**config.mk**
```make
export PLATFORM = sky130hd
export DESIGN_NAME = row_standard_deviation
export DESIGN_NICKNAME = d
export VERILOG_FILES = /design/src/sv/rsd_pkg.sv /design/src/sv/rsd_front.sv /design/src/sv/rsd_queue.sv /design/src/sv/rsd_back.sv /design/src/sv/row_standard_deviation.sv
export SDC_FILE = /design/constraint.sdc
export NUM_CORES = 1
export LEC_CHECK = 0
export BUFFER_PORTS_ARGS = -buffer_cell sky130_fd_sc_hd__buf_2
export CORE_AREA = 3 3 367 369
export DETAILED_ROUTE_END_ITERATION = 12
export DIE_AREA = 0 0 370 372
export HOLD_SLACK_MARGIN = 0.05
export PLACE_DENSITY_LB_ADDON = 0.25
export SLEW_MARGIN = 20
export SYNTH_ARGS = -nofsm -noshare
export SYNTH_HDL_FRONTEND = slang
export SYNTH_SLANG_ARGS = --single-unit
```
**constraint.sdc**
```tcl
create_clock -name clk -period 17.5 [get_ports clk]
set_clock_uncertainty 0.15 [all_clocks]
set_input_delay 0.875 -clock clk [delete_from_list [all_inputs] [get_ports clk]]
set_output_delay 0.875 -clock clk [all_outputs]
set_load 0.03 [all_outputs]
```
**src/sv/rsd_pkg.sv**
```systemverilog
// shared types and constants of the row standard deviation block
`timescale 1ns / 1ps
package rsd_pkg;

    localparam int SAMPLE_W = 16;
    localparam int LEN_W    = 11;
    localparam int SQ_W     = 32;
    localparam int SUM_W    = 43;
    localparam int DEV_W    = 16;
    localparam int ROOT_W   = (SUM_W + 1) / 2;
    localparam int SREM_W   = ROOT_W + 3;

    localparam int QUEUE_DEPTH = 4;
    localparam int QPTR_W      = $clog2(QUEUE_DEPTH);
    localparam int QCNT_W      = $clog2(QUEUE_DEPTH + 1);
    // items in flight inside the front that may still push a row
    localparam int FRONT_INFLIGHT = 2;

    localparam int DIV_STEPS  = SUM_W;
    localparam int ROOT_STEPS = ROOT_W;
    localparam int STEP_CNT_W = $clog2(DIV_STEPS);

    typedef struct packed {
        logic [SUM_W-1:0] square_sum;
        logic [LEN_W-1:0] row_length;
    } row_job_t;

    typedef struct packed {
        logic              not_empty;
        logic              room;
        logic [QCNT_W-1:0] count;
    } queue_status_t;

endpackage

```
**src/sv/rsd_front.sv**
```systemverilog
// front: squares each difference from the mean and sums it over a row
`timescale 1ns / 1ps
module rsd_front
    import rsd_pkg::*;
#(
    parameter int unsigned MAX_ROW_LENGTH = 1024
)
(
    input  logic                       clk,
    input  logic                       rst_n,
    input  logic                       accept,
    input  logic signed [SAMPLE_W-1:0] sample,
    input  logic signed [SAMPLE_W-1:0] row_mean,
    input  logic [LEN_W-1:0]           row_length,
    output logic                       push,
    output row_job_t                   push_job
);

    localparam int unsigned LEN_MAX_ALL = (1 << LEN_W) - 1;
    localparam int unsigned CAP_INT =
        (MAX_ROW_LENGTH > LEN_MAX_ALL) ? LEN_MAX_ALL : MAX_ROW_LENGTH;
    localparam logic [LEN_W-1:0] LEN_CAP = CAP_INT[LEN_W-1:0];

    logic [LEN_W-1:0]      count_reg;
    logic [LEN_W-1:0]      count_next;
    logic [LEN_W-1:0]      eff_len;
    logic                  row_end;
    logic signed [SAMPLE_W:0] diff;
    logic [SAMPLE_W:0]     diff_mag;

    logic                  a_valid_reg;
    logic                  a_last_reg;
    logic [SAMPLE_W-1:0]   a_abs_reg;
    logic [LEN_W-1:0]      a_len_reg;

    logic                  b_valid_reg;
    logic                  b_last_reg;
    logic [SQ_W-1:0]       b_sq_reg;
    logic [LEN_W-1:0]      b_len_reg;

    logic [SUM_W-1:0]      sum_reg;
    logic [SUM_W:0]        sum_wide;
    logic [SUM_W-1:0]      sum_sat;

    always_comb
    begin
        if (row_length == '0)
            eff_len = LEN_W'(1);
        else if (row_length > LEN_CAP)
            eff_len = LEN_CAP;
        else
            eff_len = row_length;
    end

    assign count_next = count_reg + LEN_W'(1);
    assign row_end    = (count_next >= eff_len);

    assign diff     = {sample[SAMPLE_W-1], sample} - {row_mean[SAMPLE_W-1], row_mean};
    assign diff_mag = diff[SAMPLE_W] ? (~diff + 1'b1) : diff;

    always_ff @(posedge clk or negedge rst_n)
    begin
        if (!rst_n)
        begin
            count_reg   <= '0;
            a_valid_reg <= 1'b0;
            b_valid_reg <= 1'b0;
            sum_reg     <= '0;
        end
        else
        begin
            if (accept)
                count_reg <= row_end ? '0 : count_next;
            a_valid_reg <= accept;
            b_valid_reg <= a_valid_reg;
            if (b_valid_reg)
                sum_reg <= b_last_reg ? '0 : sum_sat;
        end
    end

    always_ff @(posedge clk)
    begin
        a_abs_reg  <= diff_mag[SAMPLE_W-1:0];
        a_last_reg <= row_end;
        a_len_reg  <= eff_len;
        b_sq_reg   <= a_abs_reg * a_abs_reg;
        b_last_reg <= a_last_reg;
        b_len_reg  <= a_len_reg;
    end

    // saturate on carry out of the sum
    assign sum_wide = {1'b0, sum_reg} + (SUM_W + 1)'(b_sq_reg);
    assign sum_sat  = sum_wide[SUM_W] ? {SUM_W{1'b1}} : sum_wide[SUM_W-1:0];

    assign push                = b_valid_reg && b_last_reg;
    assign push_job.square_sum = sum_sat;
    assign push_job.row_length = b_len_reg;

endmodule

```
**src/sv/rsd_queue.sv**
```systemverilog
// short queue of finished row sums between front and back
`timescale 1ns / 1ps
module rsd_queue
    import rsd_pkg::*;
(
    input  logic          clk,
    input  logic          rst_n,
    input  logic          push,
    input  row_job_t      push_job,
    input  logic          pop,
    output row_job_t      head_job,
    output queue_status_t status
);

    row_job_t          slots_reg [QUEUE_DEPTH];
    logic [QPTR_W-1:0] wr_ptr_reg;
    logic [QPTR_W-1:0] rd_ptr_reg;
    logic [QCNT_W-1:0] count_reg;

    always_ff @(posedge clk or negedge rst_n)
    begin
        if (!rst_n)
        begin
            wr_ptr_reg <= '0;
            rd_ptr_reg <= '0;
            count_reg  <= '0;
        end
        else
        begin
            if (push)
                wr_ptr_reg <= wr_ptr_reg + QPTR_W'(1);
            if (pop)
                rd_ptr_reg <= rd_ptr_reg + QPTR_W'(1);
            if (push && !pop)
                count_reg <= count_reg + QCNT_W'(1);
            else if (pop && !push)
                count_reg <= count_reg - QCNT_W'(1);
        end
    end

    always_ff @(posedge clk)
    begin
        if (push)
            slots_reg[wr_ptr_reg] <= push_job;
    end

    assign head_job         = slots_reg[rd_ptr_reg];
    assign status.count     = count_reg;
    assign status.not_empty = (count_reg != '0);
    // leave room for every row that may still be inside the front
    assign status.room      = (count_reg <= QCNT_W'(QUEUE_DEPTH - FRONT_INFLIGHT - 1));

endmodule

```
**src/sv/rsd_back.sv**
```systemverilog
// back: divides a row sum by its length and takes the floor square root
`timescale 1ns / 1ps
module rsd_back
    import rsd_pkg::*;
(
    input  logic             clk,
    input  logic             rst_n,
    input  logic             job_ready,
    input  row_job_t         job,
    output logic             pop,
    output logic             out_valid,
    input  logic             out_ready,
    output logic [DEV_W-1:0] deviation
);

    localparam logic [1:0] ST_IDLE = 2'd0;
    localparam logic [1:0] ST_DIV  = 2'd1;
    localparam logic [1:0] ST_ROOT = 2'd2;
    localparam logic [1:0] ST_HOLD = 2'd3;

    logic [1:0]            state_reg;
    logic [STEP_CNT_W-1:0] step_reg;
    logic [SUM_W-1:0]      dvd_reg;
    logic [LEN_W-1:0]      rem_reg;
    logic [LEN_W-1:0]      div_len_reg;
    logic [2*ROOT_W-1:0]   val_reg;
    logic [ROOT_W-1:0]     root_reg;
    logic [SREM_W-1:0]     srem_reg;
    logic                  out_valid_reg;
    logic [DEV_W-1:0]      out_data_reg;

    logic [LEN_W:0]        rem_sh;
    logic                  div_ge;
    logic [LEN_W:0]        rem_sub;
    logic [LEN_W-1:0]      rem_new;
    logic [SUM_W-1:0]      dvd_new;

    logic [SREM_W-1:0]     srem_sh;
    logic [SREM_W-1:0]     trial;
    logic                  root_ge;
    logic [SREM_W-1:0]     srem_new;
    logic [ROOT_W-1:0]     root_new;
    logic                  out_free;
    logic [DEV_W-1:0]      dev_clamped;

    // restoring division, one quotient bit per cycle
    assign rem_sh  = {rem_reg, dvd_reg[SUM_W-1]};
    assign div_ge  = (rem_sh >= {1'b0, div_len_reg});
    assign rem_sub = rem_sh - {1'b0, div_len_reg};
    assign rem_new = div_ge ? rem_sub[LEN_W-1:0] : rem_sh[LEN_W-1:0];
    assign dvd_new = {dvd_reg[SUM_W-2:0], div_ge};

    // digit-by-digit root, two radicand bits per cycle
    assign srem_sh  = {srem_reg[SREM_W-3:0], val_reg[2*ROOT_W-1 -: 2]};
    assign trial    = SREM_W'({root_reg, 2'b01});
    assign root_ge  = (srem_sh >= trial);
    assign srem_new = root_ge ? (srem_sh - trial) : srem_sh;
    assign root_new = {root_reg[ROOT_W-2:0], root_ge};

    assign dev_clamped = (root_reg[ROOT_W-1:DEV_W] != '0) ? {DEV_W{1'b1}}
                                                         : root_reg[DEV_W-1:0];
    assign out_free = !out_valid_reg || out_ready;
    assign pop      = (state_reg == ST_IDLE) && job_ready;

    always_ff @(posedge clk or negedge rst_n)
    begin
        if (!rst_n)
        begin
            state_reg     <= ST_IDLE;
            step_reg      <= '0;
            out_valid_reg <= 1'b0;
        end
        else
        begin
            if ((state_reg == ST_HOLD) && out_free)
                out_valid_reg <= 1'b1;
            else if (out_valid_reg && out_ready)
                out_valid_reg <= 1'b0;
            case (state_reg)
                ST_IDLE:
                begin
                    if (job_ready)
                    begin
                        state_reg <= ST_DIV;
                        step_reg  <= '0;
                    end
                end
                ST_DIV:
                begin
                    if (step_reg == STEP_CNT_W'(DIV_STEPS - 1))
                    begin
                        state_reg <= ST_ROOT;
                        step_reg  <= '0;
                    end
                    else
                        step_reg <= step_reg + STEP_CNT_W'(1);
                end
                ST_ROOT:
                begin
                    if (step_reg == STEP_CNT_W'(ROOT_STEPS - 1))
                        state_reg <= ST_HOLD;
                    else
                        step_reg <= step_reg + STEP_CNT_W'(1);
                end
                ST_HOLD:
                begin
                    if (out_free)
                        state_reg <= ST_IDLE;
                end
                default:
                    state_reg <= ST_IDLE;
            endcase
        end
    end

    always_ff @(posedge clk)
    begin
        case (state_reg)
            ST_IDLE:
            begin
                dvd_reg     <= job.square_sum;
                div_len_reg <= job.row_length;
                rem_reg     <= '0;
            end
            ST_DIV:
            begin
                dvd_reg  <= dvd_new;
                rem_reg  <= rem_new;
                val_reg  <= (2*ROOT_W)'(dvd_new);
                root_reg <= '0;
                srem_reg <= '0;
            end
            ST_ROOT:
            begin
                val_reg  <= {val_reg[2*ROOT_W-3:0], 2'b00};
                srem_reg <= srem_new;
                root_reg <= root_new;
            end
            ST_HOLD:
            begin
                if (out_free)
                    out_data_reg <= dev_clamped;
            end
            default:
                rem_reg <= '0;
        endcase
    end

    assign out_valid = out_valid_reg;
    assign deviation = out_data_reg;

endmodule

```
**src/sv/row_standard_deviation.sv**
```systemverilog
// Row standard deviation: streams matrix elements in, one deviation out per row.
// Input stream s_axis: tdata carries sample (bits 15:0) and the row mean (31:16),
// both signed Q8.8; one request per cycle is taken while the row queue has room.
// Output stream m_axis: tdata carries the deviation, unsigned Q8.8, floored,
// one request per completed row.
// cfg_we/cfg_wdata set the row length (0 acts as 1, capped at MAX_ROW_LENGTH);
// write it only while the block is idle.
// The front squares and accumulates at one element per cycle (3 stage pipeline).
// A 4-entry queue holds finished row sums for the back, which runs a restoring
// divide and a two-bit-per-cycle square root on one row at a time: the back pops
// the next row sum only once the last result has been loaded for output.
// Rows stream at one element per cycle while the queue has room; with short
// rows the queue runs out of room and the back sets the pace.
// A finished result waits in an output register; while the receiver stalls the
// back finishes the next row and then waits, and the front keeps accepting while
// the queue has room. Reset clears the row count, the sum, the queue and the
// output valid flag, and sets the row length to 1.
`timescale 1ns / 1ps
module row_standard_deviation
    import rsd_pkg::*;
#(
    parameter int unsigned MAX_ROW_LENGTH = 1024
)
(
    input  logic             clk,
    input  logic             rst_n,
    input  logic             s_axis_tvalid,
    output logic             s_axis_tready,
    input  logic [31:0]      s_axis_tdata,   // sample [15:0], row_mean [31:16]
    output logic             m_axis_tvalid,
    input  logic             m_axis_tready,
    output logic [15:0]      m_axis_tdata,   // deviation [15:0]
    input  logic             cfg_we,
    input  logic [LEN_W-1:0] cfg_wdata
);

    logic [LEN_W-1:0] row_length_reg;
    logic             accept;
    logic             push;
    row_job_t         push_job;
    logic             pop;
    row_job_t         head_job;
    queue_status_t    q_status;

    always_ff @(posedge clk or negedge rst_n)
    begin
        if (!rst_n)
            row_length_reg <= LEN_W'(1);
        else if (cfg_we)
            row_length_reg <= cfg_wdata;
    end

    assign s_axis_tready = q_status.room;
    assign accept        = s_axis_tvalid && s_axis_tready;

    rsd_front #(
        .MAX_ROW_LENGTH (MAX_ROW_LENGTH)
    ) u_front (
        .clk        (clk),
        .rst_n      (rst_n),
        .accept     (accept),
        .sample     (s_axis_tdata[15:0]),
        .row_mean   (s_axis_tdata[31:16]),
        .row_length (row_length_reg),
        .push       (push),
        .push_job   (push_job)
    );

    rsd_queue u_queue (
        .clk      (clk),
        .rst_n    (rst_n),
        .push     (push),
        .push_job (push_job),
        .pop      (pop),
        .head_job (head_job),
        .status   (q_status)
    );

    rsd_back u_back (
        .clk       (clk),
        .rst_n     (rst_n),
        .job_ready (q_status.not_empty),
        .job       (head_job),
        .pop       (pop),
        .out_valid (m_axis_tvalid),
        .out_ready (m_axis_tready),
        .deviation (m_axis_tdata)
    );

    // the front never pushes a row into a full queue
    assert property (@(posedge clk) disable iff (!rst_n)
        push |-> (q_status.count != QCNT_W'(QUEUE_DEPTH) || pop))
        else $error("row queue overflow");

    // the back only pops a row that is there
    assert property (@(posedge clk) disable iff (!rst_n)
        pop |-> q_status.count != '0)
        else $error("row queue underflow");

    // a pushed row leaves the queue non-empty in the next cycle
    assert property (@(posedge clk) disable iff (!rst_n)
        (push && !pop) |=> q_status.not_empty)
        else $error("row queue lost a pushed row");

endmodule

```
After elaboration in Yosys (flattened, before gate mapping)
Memory sizes are Yosys's and may differ from the RTL's. Index checks and enable logic that the tools add are counted.

Register bits: 325. Latch bits: 0. RAM bits: 216. Bits in read-only memories: 0. Output and inout bits: 18. Memories: 1.

$add $sub $neg: 11. $mul: 1. Divide/modulo/power cells: 0. Order comparisons: 5. Equal/unequal tests: 10. Shift operators: 0. Muxes and demuxes: 28. Bitwise logic cells: 1. Reduce and logical (&&, ||, !) cells: 23.

Memories: u_queue.slots_reg (depth 4, bits a word 54, rd ports 1, clocked after Yosys merged registers in 0, write ports 1, line rsd_queue.sv:15) `row_job_t slots_reg [QUEUE_DEPTH];`.

Operator list (count): 44-bit one-hot mux with 2 select lines (1); 43-bit two-way mux (2); 43-bit one-hot mux with 2 select lines (1); 23-bit one-hot mux with 2 select lines (1); 43-bit by 32-bit adder with 44-bit output (1); 11-bit two-way mux (4); 22-bit one-hot mux with 2 select lines (1); 16-bit by 16-bit multiplier with 32-bit output (1); 25-bit by 24-bit >= comparator with 1-bit output (1); 23-bit two-way mux (1); 23-bit subtractor (1); 11-bit one-hot mux with 2 select lines (1); 6-bit two-way mux (3); 6-bit one-hot mux with 3 select lines (1); 16-bit by 16-bit subtractor with 17-bit output (1); 16-bit by 1-bit adder with 16-bit output (second input constant) (1); 16-bit two-way mux (1); 16-bit inverter (1); 12-bit by 11-bit >= comparator with 1-bit output (1); 11-bit by 1-bit adder with 11-bit output (second input constant) (1); 11-bit >= comparator (1); 11-bit greater-than comparator (second input constant) (1); 11-bit logical NOT (1); 11-bit subtractor (1); other kinds (25) (49).

Depth between registers and ports, before layout
Gate-level depths: netlist of the first run.

Depth in word-level cells: 5. Depth in mapped cells: 25.

Hierarchy
From an unflattened synthesis of the first run, not the netlist that was laid out.

Cells, all modules: 2822. Area, all modules: 32931.6 µm².

By module, submodules not included: rsd_front (instances 1, cells an instance 1739, area an instance 14966.9 µm²); rsd_back (instances 1, cells an instance 736, area an instance 9278.9 µm²); rsd_queue (instances 1, cells an instance 323, area an instance 8230.4 µm²); row_standard_deviation (instances 1, cells an instance 24, area an instance 455.4 µm²).

Worst setup path before layout of the first run
Ideal clock, no wire load.

Path kind: register -> register. Start point: reg u_front.a_abs_reg[4]. End point: reg u_front.b_sq_reg[30]. Library setup time: 0.072 ns. Data arrival time: 5.993 ns. Slack: 11.284 ns. Stages on the path, launching flop included: 23. Path buffers: 2. Period minus slack after synthesis: 6.216 ns. Cells stage by stage: dfxtp_1 > clkbuf_1 > clkbuf_1 > nand2_1 > inv_1 > fa_1 > fa_1 > fa_1 > fa_1 > fa_1 > inv_1 > fa_1 > inv_1 > ha_1 > or2_2 > and3_1 > o21ai_0 > a31oi_1 > a221oi_1 > a21oi_1 > o21a_1 > nor2_1 > xnor2_1.

Word-level cells in the longest chain between the ends: 1.

RTL lines: from (decl) (line rsd_front.sv:33) `logic [SAMPLE_W-1:0] a_abs_reg;`; from (signal assigned) (line rsd_front.sv:83) `a_abs_reg <= diff_mag[SAMPLE_W-1:0];`; 16-bit by 16-bit multiplier with 32-bit output (line rsd_front.sv:86) `b_sq_reg <= a_abs_reg * a_abs_reg;`; to (signal assigned) (line rsd_front.sv:86); to (decl) (line rsd_front.sv:38) `logic [SQ_W-1:0] b_sq_reg;`.

Every way passes these cells. A chain may end at the register's enable or synchronous reset.

Worst setup path after layout of the first run
Start point: reg u_front.a_abs_reg[3]. End point: reg u_front.b_sq_reg[30].

Same word-level chain as after synthesis.

==> impl_metrics.toml, run 1 <==
[clock_tree]
insertion_delay_ns = 0.61
clock_path_buffers = 3
cts_inserted_buffers = 66
cts_max_level = 3
cts.sinks = 540
path_clk_slew_ns = 0.06
cts_resized = 0
post_cts_buffers = 0
hold_buffers = 0
cts-root-buf = "clkbuf_16"
cts_tree = "done"

[floorplanning]
core-area_um2 = 131000
rows = 133
dieArea_um2 = 138000
initial_core_util_pct = 25.0
fp.dieW_um = 370
die_y_um = 372
ios = 66

[final_layout]
drive_gt1_share_pct = 14.5
nNetsFinal = 3238
diodes = 0
final_common_cell = "edfxtp_1"
area_delta_synth_final_pct = 13.8
fin_area_um2 = 37300
largest_reg_flops = 216
layout_common_cells = "edfxtp_1, inv_1, nand2_1, ha_1, fa_1"

[synthesis]
synth_seq_area_share_pct = 46.0
async_flop_share_pct = 15.4
ys_warn_count = 0
synth-seq-cells = 540
synth.distinct_cells = 103
synth_flop_cell = "edfxtp_1"
syn_area_per_cell_um2 = 11.9
syn_inst = 2752
synth_area_um2 = 32800
synth_fp_nets = 3180
synth-edff-count = 386

[worst_setup_path]
cp.required_ns = 17.86
cpMaxStageDelayCell = "dfxtp_1"
worst-path-buf-inv = 4
cpPeakStageDelay_ns = 0.62
critPathKind = "reg2reg"
crit_chain = "inv_1 > nor2_1 > ha_1 > xor2_1 > fa_1 > inv_1 > fa_1 > fa_1 > fa_1 > inv_1 > fa_1 > inv_1 > ha_1 > a21o_1 > a21oi_1 > a21boi_0 > a31oi_1 > a221oi_1 > a21oi_1 > o21a_1 > nor2_1 > xnor2_1"
critPathLaunchType = "flop"
cp_top_family = "adder cells"
crit_top_cell = "fa_1"
arrival_ns = 7.12
critical_path_peak_fanout = 13
end_kind = "flop"

[routing]
drt-total-wl_mm = 68.6
vias = 19695
wl_per_cell_um = 14.9
dr.pass1.iters = 5
post-route-drc-count = 0
dr_wl_met2_mm = 31.0
drtIter0Drc = 858
vias_per_cell = 4.26
met3_length_mm = 1.81
m1WireLength_mm = 34.1
detail-route-antenna-nets = 0
top_layer = "met4"

[placed_design]
place_hpwl_mm = 48.8
routabilityCongestion = 0.788
postPlaceCellArea_um2 = 35100
pre_cts_ws_ns = 10.69
port_buffers = 65

[timing]
relSlewSlack_pct = 31.4
rsz0062_at_grt = "no"
setup_tns_ns = 0
hold_viol_final = 0
max_freq_mhz = 148
whs_ns = 0.110
slew_violations = 0
post-route-period-util_pct = 38.7
timing.final.ws_setup_ns = 10.74
period_needed_ns = 6.76
final-setup-viol-count = 0
worst_pin_slew_ns = 1.03

[global_route]
grt_overflow = 0
grtUsageTotal_pct = 10.2
grt_pass1_wl_mm = 114
antenna_found_initial = 0
grt_max_degree = 77
grt_pass1_vias = 20810

[run]
maxCapViolations = 0

[min_path]
min_path_type = "in2async"

[run_status]
status = "finished, final reports clean"
==> cell usage after synthesis, drive strengths merged (8+ instances only) <==
cell	n	area share, %
ha	214	8.2
a211oi	11	0.28
nor3	22	0.35
mux4	54	3.7
dfrtp	82	6.3
edfxtp	386	35
xnor2	82	2.2
nand3	51	0.83
a31oi	22	0.47
xor2	45	1.2
nand2b	21	0.40
and2	77	1.5
or2	10	0.19
a21o	47	1.1
mux2	121	4.2
nor2b	35	0.67
a21boi	13	0.30
clkbuf	64	0.73
dfxtp	71	4.3
o21ai	89	1.4
a21oi	130	2.0
nand2	224	2.6
nor2	105	1.2
and3	22	0.42
inv	350	4.0
o211ai	8	0.20
o21a	28	0.64
mux2i	21	0.64
o21bai	12	0.27
o31ai	9	0.26
o211a	10	0.31
buf	28	0.47
fa	166	10
nor4	9	0.25
nand4	19	0.36
==> cell type report <==
cell class / instances / area [µm²]
flip-flops and latches: 540 / 15100
clock buffers: 91 / 1870
multi-input cells: 1769 / 16000
fillers: 13682 / 94100
clock inverters: 30 / 340
repair buffers: 82 / 475
inverters: 351 / 1320
well taps: 1755 / 2200
==> stage by stage <==
step | util [%] | instances
after floorplan | - | 2752
after global placement | 26.7 | 4496
after detailed placement | 26.7 | 4497
after CTS | 28.4 | 4618
after global routing | 28.4 | 4618
final | 28.4 | 4618
==> metal layers <==
| layer | vias to the layer above | track usage [%] |
|---|---|---|
| met3 | 103 | 1.45 |
| met1 | 9576 | 14.3 |
| met4 | 0 | 2.97 |
| met5 | - | 0 |
| li1 | 9769 | - |
| met2 | 247 | 16.2 |
==> cells by family after synthesis <==
| family | after synthesis | synth area share, % |
|---|---|---|
| AO/OA/AOI/OAI | 448 | 9.33 |
| XOR/XNOR | 127 | 3.41 |
| adder cells (fa/ha/maj) | 380 | 18.3 |
| buffers and inverters | 443 | 5.21 |
| flip-flops | 540 | 46.0 |
| multiplexers | 196 | 8.50 |
| AND/OR/NAND/NOR | 618 | 9.26 |
==> worst paths after layout <==
| kind | from | cells past startpoint | slack, ns | endpoint |
|---|---|---|---|---|
| max in group asynchronous | rst_n | 2 | 15.93 | u_front.b_valid_reg$_DFF_PN0_ |
| worst min register to register | u_front.a_len_reg[2]$_DFF_P_ | 0 | 0.15 | u_front.b_len_reg[2]$_DFF_P_ |
| worst max register to register | u_front.a_abs_reg[3]$_DFF_P_ | 22 | 10.74 | u_front.b_sq_reg[30]$_DFF_P_ |
| worst min-delay path | rst_n | 1 | 0.11 | row_length_reg[1]$_DFFE_PN0P_ |
| worst max-delay path | u_front.a_abs_reg[3]$_DFF_P_ | 22 | 10.74 | u_front.b_sq_reg[30]$_DFF_P_ |
| min in group clk | u_front.a_len_reg[2]$_DFF_P_ | 0 | 0.15 | u_front.b_len_reg[2]$_DFF_P_ |
==> worst register-to-register path, delay by kind of cell (launching register included) <==
| family | cells | cell delay [ns] |
|---|---|---|
| AO/OA/AOI/OAI | 7 | 1.67 |
| XOR/XNOR | 2 | 0.31 |
| adder cells (fa/ha/maj) | 7 | 3.17 |
| buffers and inverters | 4 | 0.39 |
| flip-flops | 1 | 0.62 |
| AND/OR/NAND/NOR | 2 | 0.38 |
Power of run 1 is not shown: default switching activity piles up to over one toggle a cycle in this logic, so the estimate is an artifact.
==> inputs of run 2 (changes only) <==
- ABC_AREA: default -> 1
- CORE_AREA: 3 3 367 369 -> 3 3 377 379
- DIE_AREA: 0 0 370 372 -> 0 0 380 382
- clock period: 17.5 -> 5.81 ns (I/O delays scaled with it)
==> run 2 against run 1 <==
Non-clock buffer count is 64 higher. Setup slack worse by 10 ns. Critical endpoint is now u_front.b_sq_reg[29]$_DFF_P_. Critical path depth is 6 lower.
==> impl_metrics.toml, run 2 <==
[global_route]
antenna_found_initial = 0
grt_pass1_wl_mm = 138
grt_pass1_vias = 26043
grt_overflow = 0
grtUsageTotal_pct = 11.5
grt_max_degree = 90

[timing]
hold_viol_final = 0
post-route-period-util_pct = 95.7
relSlewSlack_pct = 37.7
final-setup-viol-count = 0
period_needed_ns = 5.56
rsz0062_at_grt = "no"
max_freq_mhz = 180
slew_violations = 0
setup_tns_ns = 0
worst_pin_slew_ns = 0.934

[routing]
vias_per_cell = 4.19
drtIter0Drc = 1313
detail-route-antenna-nets = 0
vias = 25158
dr.pass1.iters = 5
post-route-drc-count = 0
drt-total-wl_mm = 82.7
wl_per_cell_um = 13.8

[worst_setup_path]
cp.depth = 16
crit_top_cell = "fa_1"
ff2ff_setup_slack_ns = 0.25
critPathKind = "reg2reg"
worst-path-buf-inv = 2
crit_path_start = "u_front.a_abs_reg[15]$_DFF_P_"
r2r_cells = 16
cp.required_ns = 6.21
critical_path_peak_fanout = 11
r2r_end = "u_front.b_sq_reg[29]$_DFF_P_"
critPathLaunchType = "flop"
cpPeakStageDelay_ns = 0.55
cpMaxStageDelayCell = "fa_1"
arrival_ns = 5.96
cp_top_family = "adder cells"
worst_setup_path_endpoint = "u_front.b_sq_reg[29]$_DFF_P_"
end_kind = "flop"
r2r-start = "u_front.a_abs_reg[15]$_DFF_P_"
crit_chain = "buf_4 > nand2_1 > fa_1 > fa_1 > fa_1 > inv_1 > fa_1 > fa_1 > ha_1 > ha_1 > a21oi_1 > o21ai_1 > a21oi_1 > o21ai_0 > a21oi_2 > xor2_1"

[final_layout]
diodes = 0
fin_area_um2 = 39800
largest_reg_flops = 216
layout_common_cells = "nand2_1, inv_1, edfxtp_1, nor2_1, o21ai_0"
drive_gt1_share_pct = 7.50
area_delta_synth_final_pct = 14.9
final_common_cell = "nand2_1"
nNetsFinal = 4511

[placed_design]
postPlaceCellArea_um2 = 37200
place_hpwl_mm = 60.8
routabilityCongestion = 0.829
port_buffers = 65

[clock_tree]
cts_inserted_buffers = 61
cts_tree = "done"
clock_path_buffers = 3
cts_max_level = 2
path_clk_slew_ns = 0.06
insertion_delay_ns = 0.66
cts-root-buf = "clkbuf_16"
cts.sinks = 540

[floorplanning]
core-area_um2 = 139000
rows = 137
dieArea_um2 = 145000
die_y_um = 382
ios = 66
fp.dieW_um = 380
initial_core_util_pct = 24.9

[synthesis]
async_flop_share_pct = 15.4
synth-edff-count = 386
ys_top_cells_by_count = "nand2_1, inv_1, edfxtp_1, nor2_1, o21ai_0"
ys_warn_count = 0
synth.most_common_cell = "nand2_1"
synth.distinct_cells = 51
synth_area_leaders = "edfxtp_1, nand2_1, fa_1"
synth_seq_area_share_pct = 43.6
yosys.area.top_type_share_pct = 33.5
syn_inst = 3987
synth_flop_cell = "edfxtp_1"
yosysTopAreaCell = "edfxtp_1"
synth_fp_nets = 4415
syn_area_per_cell_um2 = 8.69
synth_area_um2 = 34600
synth-seq-cells = 540

[run_status]
status = "finished, final reports clean"

[min_path]
min_path_type = "in2reg"

[run]
maxCapViolations = 0
==> run 2: area by class of cell <==
class | instances | area, µm²
well taps | 1876 | 2350
clock buffers | 78 | 1630
inverters | 750 | 2820
multi-input cells | 2584 | 16400
repair buffers | 146 | 1070
clock inverters | 37 | 422
fillers | 14957 | 99400
flip-flops and latches | 540 | 15100
==> run 2: worst min path at each step <==
| stage | startpoint | to | slack, ns | cells after the start |
|---|---|---|---|---|
| final | s_axis_tdata[0] | u_front.a_abs_reg[1]$_DFF_P_ | 0.11 | 6 |
| after global routing | s_axis_tdata[9] | u_front.a_abs_reg[9]$_DFF_P_ | 0.12 | 5 |
| after CTS | s_axis_tdata[9] | u_front.a_abs_reg[9]$_DFF_P_ | 0.07 | 5 |
| after detailed placement | rst_n | u_back.out_valid$_DFFE_PN0P_ | 0.09 | 1 |
| after global placement | rst_n | u_back.out_valid$_DFFE_PN0P_ | 0.09 | 1 |
| after floorplan | rst_n | row_length_reg[10]$_DFFE_PN0P_ | -0.16 | 0 |
==> run 2: logic make-up (layout without fill, tap and decap cells) <==
logic type | after synthesis | in the layout | synth area share, %
AOI/OAI and AO/OA | 532 | 532 | 8.20
muxes | 1 | 1 | 0.0325
DFF | 540 | 540 | 43.6
buffers and inverters | 863 | 1011 | 9.48
adders and majority gates | 380 | 380 | 17.3
xor gates and xnor gates | 104 | 104 | 2.63
and+or+nand+nor | 1567 | 1567 | 18.8
==> run 2: timing repair <==
action,in CTS,in global routing
hold buffers,43,0
setup buffers,0,1
resized for setup,0,37
endpoints found under the hold margin,40,0
setup endpoints to repair,0,17
==> run 2: metrics by stage <==
step | std cells | hold WS, ns | util [%] | setup WS [ns]
floorplan | 3987 | -0.155 | - | 0.173
global placement | 5852 | 0.0902 | 26.7 | 0.139
detailed placement | 5852 | 0.0861 | 26.7 | 0.0716
CTS | 6010 | 0.0699 | 28.5 | 0.0150
global route | 6011 | 0.119 | 28.6 | 0.00410
finish | 6011 | 0.114 | 28.6 | 0.248
==> run 2: routing by layer <==
| layer | up-vias | track usage [%] | part of all wire [%] |
|---|---|---|---|
| met5 | - | 0 | 0 |
| met4 | 0 | 2.98 | 2.3 |
| met1 | 11877 | 15.1 | 47 |
| li1 | 12859 | - | - |
| met2 | 323 | 20.0 | 47 |
| met3 | 99 | 1.61 | 3.3 |
==> run 2: tightest hold or removal path: stages <==
cell,delay [ns]
buf_2,0.10
inv_1,0.04
ha_1,0.19
ha_1,0.15
nand2_1,0.04
o21ai_0,0.07
Power of run 2 is left out for the same reason.
==> inputs of run 3 (changes only) <==
- RECOVER_POWER: default -> 100
==> run 3 against run 2 <==
The flow now finishes with violations (capacitance limit, slew limit). Cell count stayed put. Fmax decreased by 0.31%. Largest cell class unchanged. Core utilization down 0.23 points. Critical path depth up 6.
==> impl_metrics.toml, run 3 (synthesis results as in run 2) <==
[worst_setup_path]
r2r_end = "u_front.b_sq_reg[16]$_DFF_P_"
ff2ff_setup_slack_ns = 0.23
r2r-start = "u_front.a_abs_reg[6]$_DFF_P_"
crit_path_start = "u_front.a_abs_reg[6]$_DFF_P_"
arrival_ns = 5.92
critPathKind = "reg2reg"
cp.required_ns = 6.15
critPathLaunchType = "flop"
r2r_cells = 22
end_kind = "flop"
critical_path_peak_fanout = 10

[routing]
wl_per_cell_um = 13.8
dr.pass1.iters = 5
vias = 25175
detail-route-antenna-nets = 0
drt-total-wl_mm = 82.8
drtIter0Drc = 1343
post-route-drc-count = 0
vias_per_cell = 4.19

[clock_tree]
cts_tree = "done"
cts_max_level = 2
cts.sinks = 540
path_clk_slew_ns = 0.06
insertion_delay_ns = 0.66
cts_inserted_buffers = 61
clock_path_buffers = 3
cts-root-buf = "clkbuf_16"

[timing]
whs_ns = 0.112
post-route-period-util_pct = 96.0
max_freq_mhz = 179
final-setup-viol-count = 0
hold_viol_final = 0
period_needed_ns = 5.58
relSlewSlack_pct = -151
slew_violations = 645
rsz0062_at_grt = "no"
worst_pin_slew_ns = 3.77
setup_tns_ns = 0

[floorplanning]
fp.dieW_um = 380
core-area_um2 = 139000
die_y_um = 382
ios = 66
rows = 137
initial_core_util_pct = 24.9
dieArea_um2 = 145000

[run_status]
status = "finished, violations left"
failed_checks = "capacitance limit, slew limit"

[global_route]
grt_pass1_vias = 26043
grt_max_degree = 90
grt_pass1_wl_mm = 138
grtUsageTotal_pct = 11.5
antenna_found_initial = 0
grt_overflow = 0

[final_layout]
largest_reg_flops = 216
fill_cells = 15013
area_delta_synth_final_pct = 14.0
final_common_cell = "nand2_1"
layout_common_cells = "nand2_1, inv_1, edfxtp_1, nor2_1, o21ai_0"
diodes = 0
drive_gt1_share_pct = 5.83
nNetsFinal = 4511

[run]
maxCapViolations = 12

[min_path]
min_path_type = "in2reg"
min_path_cells = 6
hold_path_end = "u_front.a_abs_reg[1]$_DFF_P_"
min_from = "s_axis_tdata[0]"

[placed_design]
port_buffers = 65
routabilityCongestion = 0.829
place_hpwl_mm = 60.8
run 3: changes by cell type in the layout (fill, tap and decap cells not counted), sizes merged:
cell | before | now
clkbuf | 78 | 111
buf | 104 | 71
run 3: final cells by class:
| class | instances | area, µm² | share of cell area, % |
|---|---|---|---|
| flip-flops and latches | 540 | 15100 | 38.3 |
| repair buffers | 146 | 970 | 2.46 |
| well taps | 1876 | 2350 | 5.95 |
| clock inverters | 37 | 422 | 1.07 |
| inverters | 750 | 2820 | 7.13 |
| multi-input cells | 2584 | 16200 | 41.0 |
| clock buffers | 78 | 1630 | 4.13 |
run 3: through the flow:
step,instances,cell area [µm²],util (%),worst slack (ns)
2_1_floorplan,3987,34600,-,0.173
3_3_place_gp,5852,37200,26.7,0.139
3_5_place_dp,5852,37200,26.7,0.0716
4_1_cts,6010,39700,28.5,0.0150
5_1_grt,6011,39500,28.4,0.00410
6_report,6011,39500,28.4,0.231
run 3: layer usage:
| metal | share of wire [%] | global-route usage [%] |
|---|---|---|
| met2 | 47 | 20.0 |
| met4 | 2.3 | 2.98 |
| met3 | 3.2 | 1.61 |
| met1 | 47 | 15.1 |
| met5 | 0 | 0 |
run 3: what timing repair did:
action,in CTS,in global routing
setup endpoints to repair,0,17
gates resized for setup,0,37
setup buffers,0,1
hold buffers,43,0
hold endpoints to repair,40,0
run 3: worst max path at each step:
| stage | end | slack (ns) | depth (start not counted) |
|---|---|---|---|
| CTS | u_front.b_sq_reg[30]$_DFF_P_ | 0.02 | 18 |
| global route | u_front.b_sq_reg[29]$_DFF_P_ | 0.004 | 19 |
| detailed placement | u_front.b_sq_reg[30]$_DFF_P_ | 0.07 | 18 |
| global placement | u_front.b_sq_reg[28]$_DFF_P_ | 0.14 | 18 |
| finish | u_front.b_sq_reg[16]$_DFF_P_ | 0.23 | 22 |
| floorplan | u_front.b_sq_reg[25]$_DFF_P_ | 0.17 | 19 |
run 3: critical path, cell delays in order, from the launching register on:
cell	delay, ns
dfxtp_2	0.39
buf_4	0.19
nand2_1	0.12
inv_1	0.07
fa_1	0.50
inv_1	0.05
fa_1	0.53
inv_1	0.05
ha_1	0.20
fa_1	0.48
fa_1	0.49
inv_1	0.06
fa_1	0.59
inv_1	0.06
ha_1	0.37
a21oi_2	0.21
clkbuf_4	0.16
nor2_1	0.03
nor2_1	0.08
nand2_1	0.08
a31oi_1	0.27
o21bai_1	0.12
xor2_1	0.17
Power of run 3 is left out for the same reason.
